==> config.mk <==
export PLATFORM = sky130hd
export DESIGN_NAME = dns_reply_address_extractor_core_flat
export DESIGN_NICKNAME = d
export VERILOG_FILES = /design/src/sv/drae_pkg.sv /design/src/sv/drae_if.sv /design/src/sv/dns_reply_address_extractor_core.sv /design/src/flat_wrapper.sv
export SDC_FILE = /design/constraint.sdc
export NUM_CORES = 1
export LEC_CHECK = 0
export CAP_MARGIN = 10
export CORE_ASPECT_RATIO = 1.1
export CORE_MARGIN = 1
export CORE_UTILIZATION = 50
export CTS_CLUSTER_SIZE = 8
export DETAILED_ROUTE_END_ITERATION = 6
export DONT_BUFFER_PORTS = 1
export PLACE_DENSITY = 0.7
export SYNTH_ARGS = -nofsm -noshare
export SYNTH_HDL_FRONTEND = slang
export SYNTH_SLANG_ARGS = --single-unit
==> constraint.sdc <==
create_clock -name clk -period 7.57 [get_ports clk]
set_input_delay 0.757 -clock clk [delete_from_list [all_inputs] [get_ports clk]]
set_output_delay 0.757 -clock clk [all_outputs]
set_load 0.02 [all_outputs]
==> src/sv/drae_pkg.sv <==
// Shared types and constants for the DNS reply address extractor.
package drae_pkg;

    // Parser phase, one-hot
    typedef enum logic [7:0] {
        PH_HEADER    = 8'b0000_0001,
        PH_NAME_LEN  = 8'b0000_0010,
        PH_NAME_SKIP = 8'b0000_0100,
        PH_QTAIL     = 8'b0000_1000,
        PH_RR_FIXED  = 8'b0001_0000,
        PH_CAPTURE   = 8'b0010_0000,
        PH_RR_SKIP   = 8'b0100_0000,
        PH_DONE      = 8'b1000_0000
    } phase_t;

    // Result status codes
    typedef enum logic [1:0] {
        ST_FOUND        = 2'd0,
        ST_SERVER_ERROR = 2'd1,
        ST_NO_RECORD    = 2'd2,
        ST_SHORT_HEADER = 2'd3
    } status_t;

    localparam logic [3:0]  HEADER_LAST   = 4'd11;
    localparam logic [3:0]  RR_FIXED_LAST = 4'd9;
    localparam logic [3:0]  RCODE_IDX     = 4'd3;
    localparam logic [3:0]  QDCOUNT_HI    = 4'd4;
    localparam logic [3:0]  QDCOUNT_LO    = 4'd5;
    localparam logic [3:0]  ANCOUNT_HI    = 4'd6;
    localparam logic [3:0]  ANCOUNT_LO    = 4'd7;
    localparam logic [3:0]  TYPE_LO_IDX   = 4'd1;
    localparam logic [3:0]  RDLEN_HI      = 4'd8;
    localparam logic [3:0]  RDLEN_LO      = 4'd9;
    localparam logic [3:0]  ADDR_LAST     = 4'd3;
    localparam logic [7:0]  RCODE_MASK    = 8'h0f;
    localparam logic [7:0]  PTR_MARK      = 8'hc0;
    localparam logic [15:0] QTAIL_LEN     = 16'd4;
    localparam logic [15:0] TYPE_A        = 16'd1;
    localparam logic [15:0] A_RDLEN       = 16'd4;

endpackage

==> src/sv/drae_if.sv <==
// Valid/ready channel interfaces for message bytes and extraction results.
interface drae_msg_if;
    logic       valid;
    logic       ready;
    logic [7:0] msg_byte;
    logic       final_byte;

    modport source (output valid, output msg_byte, output final_byte, input ready);
    modport sink   (input valid, input msg_byte, input final_byte, output ready);
endinterface

interface drae_result_if;
    logic        valid;
    logic        ready;
    logic [1:0]  status;
    logic [31:0] address;

    modport source (output valid, output status, output address, input ready);
    modport sink   (input valid, input status, input address, output ready);
endinterface

==> src/sv/dns_reply_address_extractor_core.sv <==
// DNS reply address extractor: byte-wise parser of a DNS reply for the first A record.
//
// Usage:
//   msg    : one byte of the DNS reply per transfer, final_byte marks the last one.
//   result : one transfer per message, carrying status and IPv4 address.
//   Every byte transfer updates the parser state in the same cycle, so one byte
//   is taken per clock unless a pending result stalls it. A final byte loads
//   the result register, offered on the next cycle; non-final bytes give none.
//   Throughput is one byte per cycle, set by the phase/counter update, while
//   the receiver takes results; consecutive messages then follow without a gap.
//   Status: 0 found, 1 server error code, 2 no usable A record, 3 header too
//   short. Address is zero unless status is 0.
//   After the final byte the parser returns to the header phase.
//   Reset (rst_n low, asynchronous) clears the parser to the header phase and
//   empties the result register.
//   If the receiver stalls with a result pending, msg.ready stays low and no
//   byte is taken until the result transfer completes.
module dns_reply_address_extractor_core (
    input  logic                 clk,
    input  logic                 rst_n,
    drae_msg_if.sink             msg,
    drae_result_if.source        result
);
    import drae_pkg::*;

    phase_t      phase_reg,            phase_next;
    logic [3:0]  field_index_reg,      field_index_next;
    logic [15:0] questions_left_reg,   questions_left_next;
    logic [15:0] answers_left_reg,     answers_left_next;
    logic [15:0] skip_count_reg,       skip_count_next;
    logic [15:0] record_type_reg,      record_type_next;
    logic [15:0] record_length_reg,    record_length_next;
    logic        server_error_reg,     server_error_next;
    logic        found_reg,            found_next;
    logic [31:0] captured_address_reg, captured_address_next;

    logic        out_valid_reg;
    status_t     status_reg,  status_next;
    logic [31:0] address_reg, address_next;

    logic [7:0]  b;
    logic [15:0] skip_dec;
    logic        accept;

    assign b        = msg.msg_byte;
    assign skip_dec = skip_count_reg - 16'd1;

    // A byte can be taken unless a finished result is still waiting
    assign msg.ready = !out_valid_reg || result.ready;
    assign accept    = msg.valid && msg.ready;

    // Parser next state for the incoming byte
    always_comb
    begin
        phase_next            = phase_reg;
        field_index_next      = field_index_reg;
        questions_left_next   = questions_left_reg;
        answers_left_next     = answers_left_reg;
        skip_count_next       = skip_count_reg;
        record_type_next      = record_type_reg;
        record_length_next    = record_length_reg;
        server_error_next     = server_error_reg;
        found_next            = found_reg;
        captured_address_next = captured_address_reg;

        case (phase_reg)
            PH_HEADER:
            begin
                if (field_index_reg == RCODE_IDX)
                    server_error_next = (b & RCODE_MASK) != 8'd0;
                else if (field_index_reg inside {QDCOUNT_HI, QDCOUNT_LO})
                    questions_left_next = {questions_left_reg[7:0], b};
                else if (field_index_reg inside {ANCOUNT_HI, ANCOUNT_LO})
                    answers_left_next = {answers_left_reg[7:0], b};
                if (field_index_reg >= HEADER_LAST)
                begin
                    field_index_next = 4'd0;
                    if (server_error_reg)
                        phase_next = PH_DONE;
                    else if (questions_left_reg != 16'd0 || answers_left_reg != 16'd0)
                        phase_next = PH_NAME_LEN;
                    else
                        phase_next = PH_DONE;
                end
                else
                begin
                    field_index_next = field_index_reg + 4'd1;
                end
            end

            PH_NAME_LEN:
            begin
                if (b == 8'd0)
                begin
                    // end of name
                    skip_count_next  = 16'd0;
                    field_index_next = 4'd0;
                    if (questions_left_reg != 16'd0)
                    begin
                        phase_next      = PH_QTAIL;
                        skip_count_next = QTAIL_LEN;
                    end
                    else
                    begin
                        phase_next         = PH_RR_FIXED;
                        record_type_next   = 16'd0;
                        record_length_next = 16'd0;
                    end
                end
                else if (b >= PTR_MARK)
                begin
                    // compression pointer: one more byte, then name ends
                    phase_next       = PH_NAME_SKIP;
                    skip_count_next  = 16'd1;
                    field_index_next = 4'd1;
                end
                else
                begin
                    phase_next       = PH_NAME_SKIP;
                    skip_count_next  = {8'd0, b};
                    field_index_next = 4'd0;
                end
            end

            PH_NAME_SKIP:
            begin
                skip_count_next = skip_dec;
                if (skip_dec == 16'd0)
                begin
                    if (field_index_reg != 4'd0)
                    begin
                        // pointer finished the name
                        field_index_next = 4'd0;
                        if (questions_left_reg != 16'd0)
                        begin
                            phase_next      = PH_QTAIL;
                            skip_count_next = QTAIL_LEN;
                        end
                        else
                        begin
                            phase_next         = PH_RR_FIXED;
                            record_type_next   = 16'd0;
                            record_length_next = 16'd0;
                        end
                    end
                    else
                    begin
                        phase_next = PH_NAME_LEN;
                    end
                end
            end

            PH_QTAIL:
            begin
                skip_count_next = skip_dec;
                if (skip_dec == 16'd0)
                begin
                    questions_left_next = questions_left_reg - 16'd1;
                    if (questions_left_next != 16'd0 || answers_left_reg != 16'd0)
                        phase_next = PH_NAME_LEN;
                    else
                        phase_next = PH_DONE;
                end
            end

            PH_RR_FIXED:
            begin
                if (field_index_reg <= TYPE_LO_IDX)
                    record_type_next = {record_type_reg[7:0], b};
                else if (field_index_reg inside {RDLEN_HI, RDLEN_LO})
                    record_length_next = {record_length_reg[7:0], b};
                if (field_index_reg >= RR_FIXED_LAST)
                begin
                    field_index_next = 4'd0;
                    if (record_type_next == TYPE_A && record_length_next == A_RDLEN)
                    begin
                        phase_next            = PH_CAPTURE;
                        captured_address_next = 32'd0;
                    end
                    else if (record_length_next == 16'd0)
                    begin
                        answers_left_next = answers_left_reg - 16'd1;
                        if (questions_left_reg != 16'd0 || answers_left_next != 16'd0)
                            phase_next = PH_NAME_LEN;
                        else
                            phase_next = PH_DONE;
                    end
                    else
                    begin
                        phase_next      = PH_RR_SKIP;
                        skip_count_next = record_length_next;
                    end
                end
                else
                begin
                    field_index_next = field_index_reg + 4'd1;
                end
            end

            PH_CAPTURE:
            begin
                captured_address_next = {captured_address_reg[23:0], b};
                if (field_index_reg >= ADDR_LAST)
                begin
                    found_next       = 1'b1;
                    phase_next       = PH_DONE;
                    field_index_next = 4'd0;
                end
                else
                begin
                    field_index_next = field_index_reg + 4'd1;
                end
            end

            PH_RR_SKIP:
            begin
                skip_count_next = skip_dec;
                if (skip_dec == 16'd0)
                begin
                    answers_left_next = answers_left_reg - 16'd1;
                    if (questions_left_reg != 16'd0 || answers_left_next != 16'd0)
                        phase_next = PH_NAME_LEN;
                    else
                        phase_next = PH_DONE;
                end
            end

            default:
            begin
                // done: trailing bytes are ignored
            end
        endcase
    end

    // Result of the message, valid when the byte is final
    always_comb
    begin
        address_next = 32'd0;
        if (phase_next == PH_HEADER)
            status_next = ST_SHORT_HEADER;
        else if (server_error_next)
            status_next = ST_SERVER_ERROR;
        else if (found_next)
        begin
            status_next  = ST_FOUND;
            address_next = captured_address_next;
        end
        else
            status_next = ST_NO_RECORD;
    end

    // Parser state; a final byte returns it to the header phase
    always_ff @(posedge clk or negedge rst_n)
    begin
        if (!rst_n)
        begin
            phase_reg            <= PH_HEADER;
            field_index_reg      <= 4'd0;
            questions_left_reg   <= 16'd0;
            answers_left_reg     <= 16'd0;
            skip_count_reg       <= 16'd0;
            record_type_reg      <= 16'd0;
            record_length_reg    <= 16'd0;
            server_error_reg     <= 1'b0;
            found_reg            <= 1'b0;
            captured_address_reg <= 32'd0;
        end
        else if (accept)
        begin
            if (msg.final_byte)
            begin
                phase_reg            <= PH_HEADER;
                field_index_reg      <= 4'd0;
                questions_left_reg   <= 16'd0;
                answers_left_reg     <= 16'd0;
                skip_count_reg       <= 16'd0;
                record_type_reg      <= 16'd0;
                record_length_reg    <= 16'd0;
                server_error_reg     <= 1'b0;
                found_reg            <= 1'b0;
                captured_address_reg <= 32'd0;
            end
            else
            begin
                phase_reg            <= phase_next;
                field_index_reg      <= field_index_next;
                questions_left_reg   <= questions_left_next;
                answers_left_reg     <= answers_left_next;
                skip_count_reg       <= skip_count_next;
                record_type_reg      <= record_type_next;
                record_length_reg    <= record_length_next;
                server_error_reg     <= server_error_next;
                found_reg            <= found_next;
                captured_address_reg <= captured_address_next;
            end
        end
    end

    // Result valid flag
    always_ff @(posedge clk or negedge rst_n)
    begin
        if (!rst_n)
            out_valid_reg <= 1'b0;
        else if (accept && msg.final_byte)
            out_valid_reg <= 1'b1;
        else if (result.ready)
            out_valid_reg <= 1'b0;
    end

    // Result payload
    always_ff @(posedge clk)
    begin
        if (accept && msg.final_byte)
        begin
            status_reg  <= status_next;
            address_reg <= address_next;
        end
    end

    assign result.valid   = out_valid_reg;
    assign result.status  = status_reg;
    assign result.address = address_reg;

endmodule
==> src/flat_wrapper.sv <==
// flat-port wrapper written by rule: the top's interface ports become plain ports
module dns_reply_address_extractor_core_flat import drae_pkg::*;
  (clk, rst_n, msg_valid, msg_msg_byte, msg_final_byte, msg_ready, result_valid, result_status, result_address, result_ready);
  drae_msg_if msg_i ();
  drae_result_if result_i ();
  input  logic clk;
  input  logic rst_n;
  input wire logic [$bits(msg_i.valid)-1:0] msg_valid;
  input wire logic [$bits(msg_i.msg_byte)-1:0] msg_msg_byte;
  input wire logic [$bits(msg_i.final_byte)-1:0] msg_final_byte;
  output wire logic [$bits(msg_i.ready)-1:0] msg_ready;
  output wire logic [$bits(result_i.valid)-1:0] result_valid;
  output wire logic [$bits(result_i.status)-1:0] result_status;
  output wire logic [$bits(result_i.address)-1:0] result_address;
  input wire logic [$bits(result_i.ready)-1:0] result_ready;
  assign msg_i.valid = msg_valid;
  assign msg_i.msg_byte = msg_msg_byte;
  assign msg_i.final_byte = msg_final_byte;
  assign msg_ready = msg_i.ready;
  assign result_valid = result_i.valid;
  assign result_status = result_i.status;
  assign result_address = result_i.address;
  assign result_i.ready = result_ready;
  dns_reply_address_extractor_core u_core (.clk(clk), .rst_n(rst_n), .msg(msg_i), .result(result_i));
endmodule
# Word level (Yosys, flattened, before mapping)
# Index checks and enable logic that the tools add are counted.
# Widths: inputs -> output; s select.
op_classes:
  n_addsub: 4
  magnitude_cmp: 5
  eq_ne: 30
  mux: 82
  n_bitwise: 1
  n_reduce_logical: 34
ops:
  columns: ["op", "n"]
  rows:
  - ["$mux 16", 35]
  - ["$pmux 16 s3", 3]
  - ["$mux 8", 14]
  - ["$mux 32", 3]
  - ["$pmux 16 s4", 1]
  - ["$pmux 32 s2", 1]
  - ["$reduce_bool 16->1", 4]
  - ["$pmux 8 s7", 1]
  - ["$sub 16x1->16 const B", 3]
  - ["$logic_not 16->1", 2]
  - ["$pmux 16 s2", 1]
  - ["$mux 4", 7]
  - ["$ne 3x2->1 const B", 9]
  - ["$pmux 4 s5", 1]
  - ["$eq 16x1->1 const B", 1]
  - ["$eq 16x3->1 const B", 1]
  - ["$eq 4x3->1 const B", 4]
  - ["$eq 8x1->1 const B", 2]
  - ["$mux 5", 3]
  - ["$reduce_and 5->1", 3]
  - ["$ne 3x3->1 const B", 4]
  - ["$reduce_bool 4->1", 3]
  - ["$mux 1", 9]
  - ["$reduce_and 9->1", 1]
  - ["28 further kinds", 40]
word_totals:
  reg_bits: 161
  input_bits: 13
  elab_cells: 170

# Longest topological paths before layout
logic_depth:
  word_depth: 12
  depth_mapped: 13
  mapped_depth_nobuf: 10

# Worst setup path after synthesis
# No wires, ideal clock.
synth_timing:
  kind: "input-to-reg"
  from: "in msg_msg_byte[4]"
  to: "reg u_core.address_reg[10] (netlist: u_core.result.address[10]) (data pin)"
  t_arrival_ns: 2.969
  required_time_ns: 7.300
  slack_ns: 4.331
  stages: 10
  cell_sequence: "buf_2 -> or4_1 -> nor3_1 -> mux2i_1 -> or2_1 -> or4b_1 -> buf_2 -> clkbuf_1 -> nand3_1 -> a21oi_1"
synth_between:
  elab_chain_cells: 10
  word_cells_on_any_way: 20
  cone_classes: "eq/ne: 3; mux: 13; reduce/logical: 4"
synth_lines:
  columns: ["element", "line", "source"]
  rows:
  - ["start, declared", "flat_wrapper.sv:9", "input wire logic [$bits(msg_i.msg_byte)-1:0] msg_msg_byte;"]
  - ["$mux 16", "dns_reply_address_extractor_core.sv:170", "else if (field_index_reg inside {RDLEN_HI, RDLEN_LO})"]
  - ["$mux 16", "dns_reply_address_extractor_core.sv:168", "if (field_index_reg <= TYPE_LO_IDX)"]
  - ["$mux 16", "dns_reply_address_extractor_core.sv:66", "case (phase_reg)"]
  - ["$logic_not 16->1 / $eq 16x3->1 (equally long branches)", "dns_reply_address_extractor_core.sv:180, dns_reply_address_extractor_core.sv:175", null]
  - ["$mux 8 / $logic_and 1x1->1 (equally long branches)", "dns_reply_address_extractor_core.sv:180, dns_reply_address_extractor_core.sv:175", null]
  - ["$mux 8", "dns_reply_address_extractor_core.sv:175", "if (record_type_next == TYPE_A && record_length_next == A_RDLEN)"]
  - ["$mux 8", "dns_reply_address_extractor_core.sv:172", "if (field_index_reg >= RR_FIXED_LAST)"]
  - ["$pmux 8 s7", "dns_reply_address_extractor_core.sv:66", null]
  - ["$eq 8x1->1", "dns_reply_address_extractor_core.sv:239", "if (phase_next == PH_HEADER)"]
  - ["$reduce_or 3->1 (no source line)", null, null]
  - ["end signal, assigned", "dns_reply_address_extractor_core.sv:316", "address_reg <= address_next;"]
  - ["end, declared", "dns_reply_address_extractor_core.sv:39", "logic [31:0] address_reg, address_next;"]
# Parallel ways exist; a longest one is shown, timed or not. The select of a mux whose other input is x is not followed.
# A chain may end at the register's enable or synchronous reset.

# Worst setup path after layout
layout_timing:
  from: "reg u_core.phase_reg[1]"
  to: "reg u_core.answers_left_reg[0]"
layout_between:
  elab_chain_cells: 3
  word_cells_on_any_way: 14
  cone_classes: "eq/ne: 10; mux: 2; reduce/logical: 2"
layout_lines:
  columns: ["element", "line", "source"]
  rows:
  - ["start, declared", "dns_reply_address_extractor_core.sv:26", "phase_t phase_reg, phase_next;"]
  - ["start signal, assigned", "dns_reply_address_extractor_core.sv:285", "phase_reg <= phase_next;"]
  - ["$eq 8x7->1, or another cell as far along", "dns_reply_address_extractor_core.sv:66", null]
  - ["$ne 3x2->1 (no source line), or another cell as far along", null, null]
  - ["$reduce_and 9->1 (no source line) / $mux 16 (equally long branches)", null, null]
  - ["end signal, assigned", "dns_reply_address_extractor_core.sv:288", "answers_left_reg <= answers_left_next;"]
  - ["end, declared", "dns_reply_address_extractor_core.sv:29", "logic [15:0] answers_left_reg, answers_left_next;"]
# Parallel ways exist; a longest one is shown, timed or not.

==> results.sh <==
export IMPL_cp_arrival_ns=3.92
export IMPL_dieArea_um2=19400
export IMPL_synth_cells=1048
export IMPL_clkSlewWorstSetupHoldPaths_ns=0.07
export IMPL_layout_min_cycle_time_ns=3.58
export IMPL_tightestPinTransition_ns=1.15
export IMPL_synthSimpleGateAreaFrac_pct=21.2
export IMPL_cts_setup_buffers=0
export IMPL_clk_latency_ns=0.44
export IMPL_fin_tns_setup_ns=0
export IMPL_ant_nets=0
export IMPL_grt_max_degree=128
export IMPL_post_route_drc_count=0
export IMPL_maxCapViolations=0
export IMPL_cp_max_fo=29
export IMPL_clockBufferDepth=2
export IMPL_fin_nets=1017
export IMPL_total_power_w=0.00266
export IMPL_hp_class="primary input to asynchronous set/reset pin"
export IMPL_vias_per_cell=6.65
export IMPL_hold_viol=0
export IMPL_synthAdderAreaFrac_pct=1.33
export IMPL_die_height_um=146
export IMPL_die_w_um=133
export IMPL_cts_buffers=17
export IMPL_diodes=0
export IMPL_synth_xor_xnor_area_share_pct=1.21
export IMPL_grt_ovfl_total=0
export IMPL_drtPass1Iterations=6
export IMPL_synthMuxAreaShare_pct=0.650
export IMPL_dp_hpwl_mm=16.7
export IMPL_critPathLaunchType="flip-flop"
export IMPL_rsz0062_at_grt="no"
export IMPL_avgRoutedWirePerCell_um=20.6
export IMPL_async_flop_share_pct=78.9
export IMPL_critPathLaunch="u_core.phase_reg[1]$_DFFE_PN0P_"
export IMPL_yosysSeqAreaShare_pct=44.5
export IMPL_fin_skew_ns=0.0160
export IMPL_final_setup_viol_count=0
export IMPL_ir_drop_mv=0.182
export IMPL_num_vias=8318
export IMPL_syn_avg_cell_area_um2=9.00
export IMPL_routed_wl_mm=25.7
export IMPL_r2r_start="u_core.phase_reg[1]$_DFFE_PN0P_"
export IMPL_port_buffers=0
export IMPL_htreeDepth=4
export IMPL_maxSlewHeadroom_pct=23.3
export IMPL_place_congestion=0.933
export IMPL_track_usage_pct=27.0
export IMPL_core_um2=18400
export IMPL_yosysWarnings=0
export IMPL_ios=49
export IMPL_grt_pass1_wl_mm=41.7
export IMPL_leakage_nw=3.99
export IMPL_fin_crit_sh_pct=47.3
export IMPL_area_growth_pct=7.18
export IMPL_start_util_pct=51.2
export IMPL_cts_sinks=161
export IMPL_worstSetupEndpointType="flip-flop"
export IMPL_ctsResizeCount=0
export IMPL_hold_buffers=0
export IMPL_p_per_area_nw_per_um2=263
export IMPL_critical_path_required_ns=7.91
export IMPL_drt_iter0_drc=959
export IMPL_grt_pass1_vias=7679
export IMPL_synth_flop_cell="dfrtp_1"
export IMPL_slew_viol_final=0
export IMPL_rows=52
export IMPL_synth_compound_area_share_pct=26.2
export IMPL_antenna_found_initial=0
export IMPL_path_class="flip-flop to flip-flop"
export IMPL_synth_edf_count=34
export IMPL_synth_top_family_by_area="compound AO/OA/AOI/OAI gates"
export IMPL_ys_ff_latch=161
export IMPL_synth_cell_types=84
export IMPL_layout_drive_gt1_share_pct=7.85
export IMPL_syn_cell_area_um2=9430
export IMPL_syn_num_nets=1071
export IMPL_cts_root_buf="clkbuf_16"
export IMPL_fmax_ghz=0.280
export IMPL_cts_tree="done"
export IMPL_status="completed"
[where the power goes]
group	internal (W)	switching (W)
Clock	0.000457	0.000440
Sequential	0.000945	0.000105
Combinational	0.000254	0.000456
Total	0.00166	0.00100
[per-stage QoR]
stage	hold slack, ns	setup slack [ns]	std cells	instance area, um^2	util (%)
floorplan	0.449	4.33	1048	9430	-
global placement	0.467	3.90	1216	9430	51.2
detailed placement	0.467	3.83	1216	9430	51.2
CTS	0.00266	3.81	1248	10100	54.6
global route	0.000529	3.69	1250	10100	54.9
finish	0.0170	3.99	1250	10100	54.9
[final timing paths]
path,end,slack [ns],cells after the start
hold / removal,u_core.questions_left_reg[5]$_DFFE_PN0P_,0.02,0
setup / recovery,u_core.answers_left_reg[0]$_DFFE_PN0P_,3.99,7
max in group asynchronous,u_core.phase_reg[0]$_DFFE_PN1P_,7.18,0
hold reg to reg,u_core.captured_address_reg[31]$_DFFE_PN0P_,0.49,1
min in group clk,u_core.questions_left_reg[1]$_DFFE_PN0P_,0.41,1
setup reg to reg,u_core.answers_left_reg[0]$_DFFE_PN0P_,3.99,7
[critical path, cell delays in order (launching register included)]
cell	delay [ns]
dfrtp_1	0.49
nor4_1	0.69
nand3_1	1.01
o41ai_1	0.36
o21a_1	0.24
and2_2	0.20
nand2_2	0.19
o31ai_1	0.30
[per-layer routing]
| metal | up-vias | GRT usage [%] | routed length [um] |
|---|---|---|---|
| li1 | 3842 | - | - |
| met4 | 0 | 10.7 | 582 |
| met5 | - | 0 | 0 |
| met3 | 43 | 4.65 | 1910 |
| met2 | 414 | 41.8 | 12000 |
| met1 | 4019 | 37.8 | 11200 |
[synthesized netlist by cell type (6+ instances only)]
cell,instances,area (um^2)
inv_1,22,82.6
o21ai_0,74,370
nor4_1,25,156
ha_1,10,125
o41ai_1,7,61.3
nand4_1,6,37.5
xor2_1,7,61.3
o21ai_1,12,60.1
o211ai_1,6,45.0
xnor2_1,6,52.6
buf_6,6,67.6
dfrtp_1,126,3150
buf_2,13,65.1
a31oi_1,16,100
nand2_1,108,405
o22ai_1,7,43.8
a21oi_1,100,500
edfxtp_1,34,1020
nor4b_1,6,52.6
nor3_1,39,195
a22o_1,65,569
nand3_1,51,255
nor2_1,70,263
or4_1,15,113
o31ai_1,15,113
clkbuf_1,63,236
a22oi_1,9,67.6
a21o_1,10,75.1
or3_1,9,56.3
nor3b_1,8,60.1
[cells by family after synthesis]
| logic type | count (synthesis) |
|---|---|
| XOR/XNOR | 13 |
| flip-flops | 161 |
| adder cells (fa/ha/maj) | 10 |
| AO/OA/AOI/OAI | 367 |
| buffers and inverters | 106 |
| AND/OR/NAND/NOR | 385 |
| multiplexers | 6 |
[placed cells by master, fill, tap and decap left out, types with 7 or more instances in the layout]
master,count
dfrtp_1,126
nand2_1,108
a21oi_1,100
o21ai_0,74
nor2_1,69
a22o_1,65
nand3_1,51
nor3_1,39
edfxtp_1,34
nor4_1,25
inv_1,22
clkbuf_16,17
a31oi_1,16
o31ai_1,15
or4_1,15
o21ai_1,12
a21o_1,10
ha_1,10
or3_1,9
a22oi_1,9
buf_4,9
nor3b_1,8
o41ai_1,7
xor2_1,7
o22ai_1,7
[final cells by class]
class | instances | area, um^2
clock buffer | 17 | 425
clock inverter | 15 | 199
fill | 1653 | 8310
inverter | 22 | 82.6
multi-input combinational | 781 | 4770
sequential | 161 | 4200
tap | 243 | 304
timing repair buffer | 11 | 123
No activity file was read; power rests on OpenSTA's default activity.
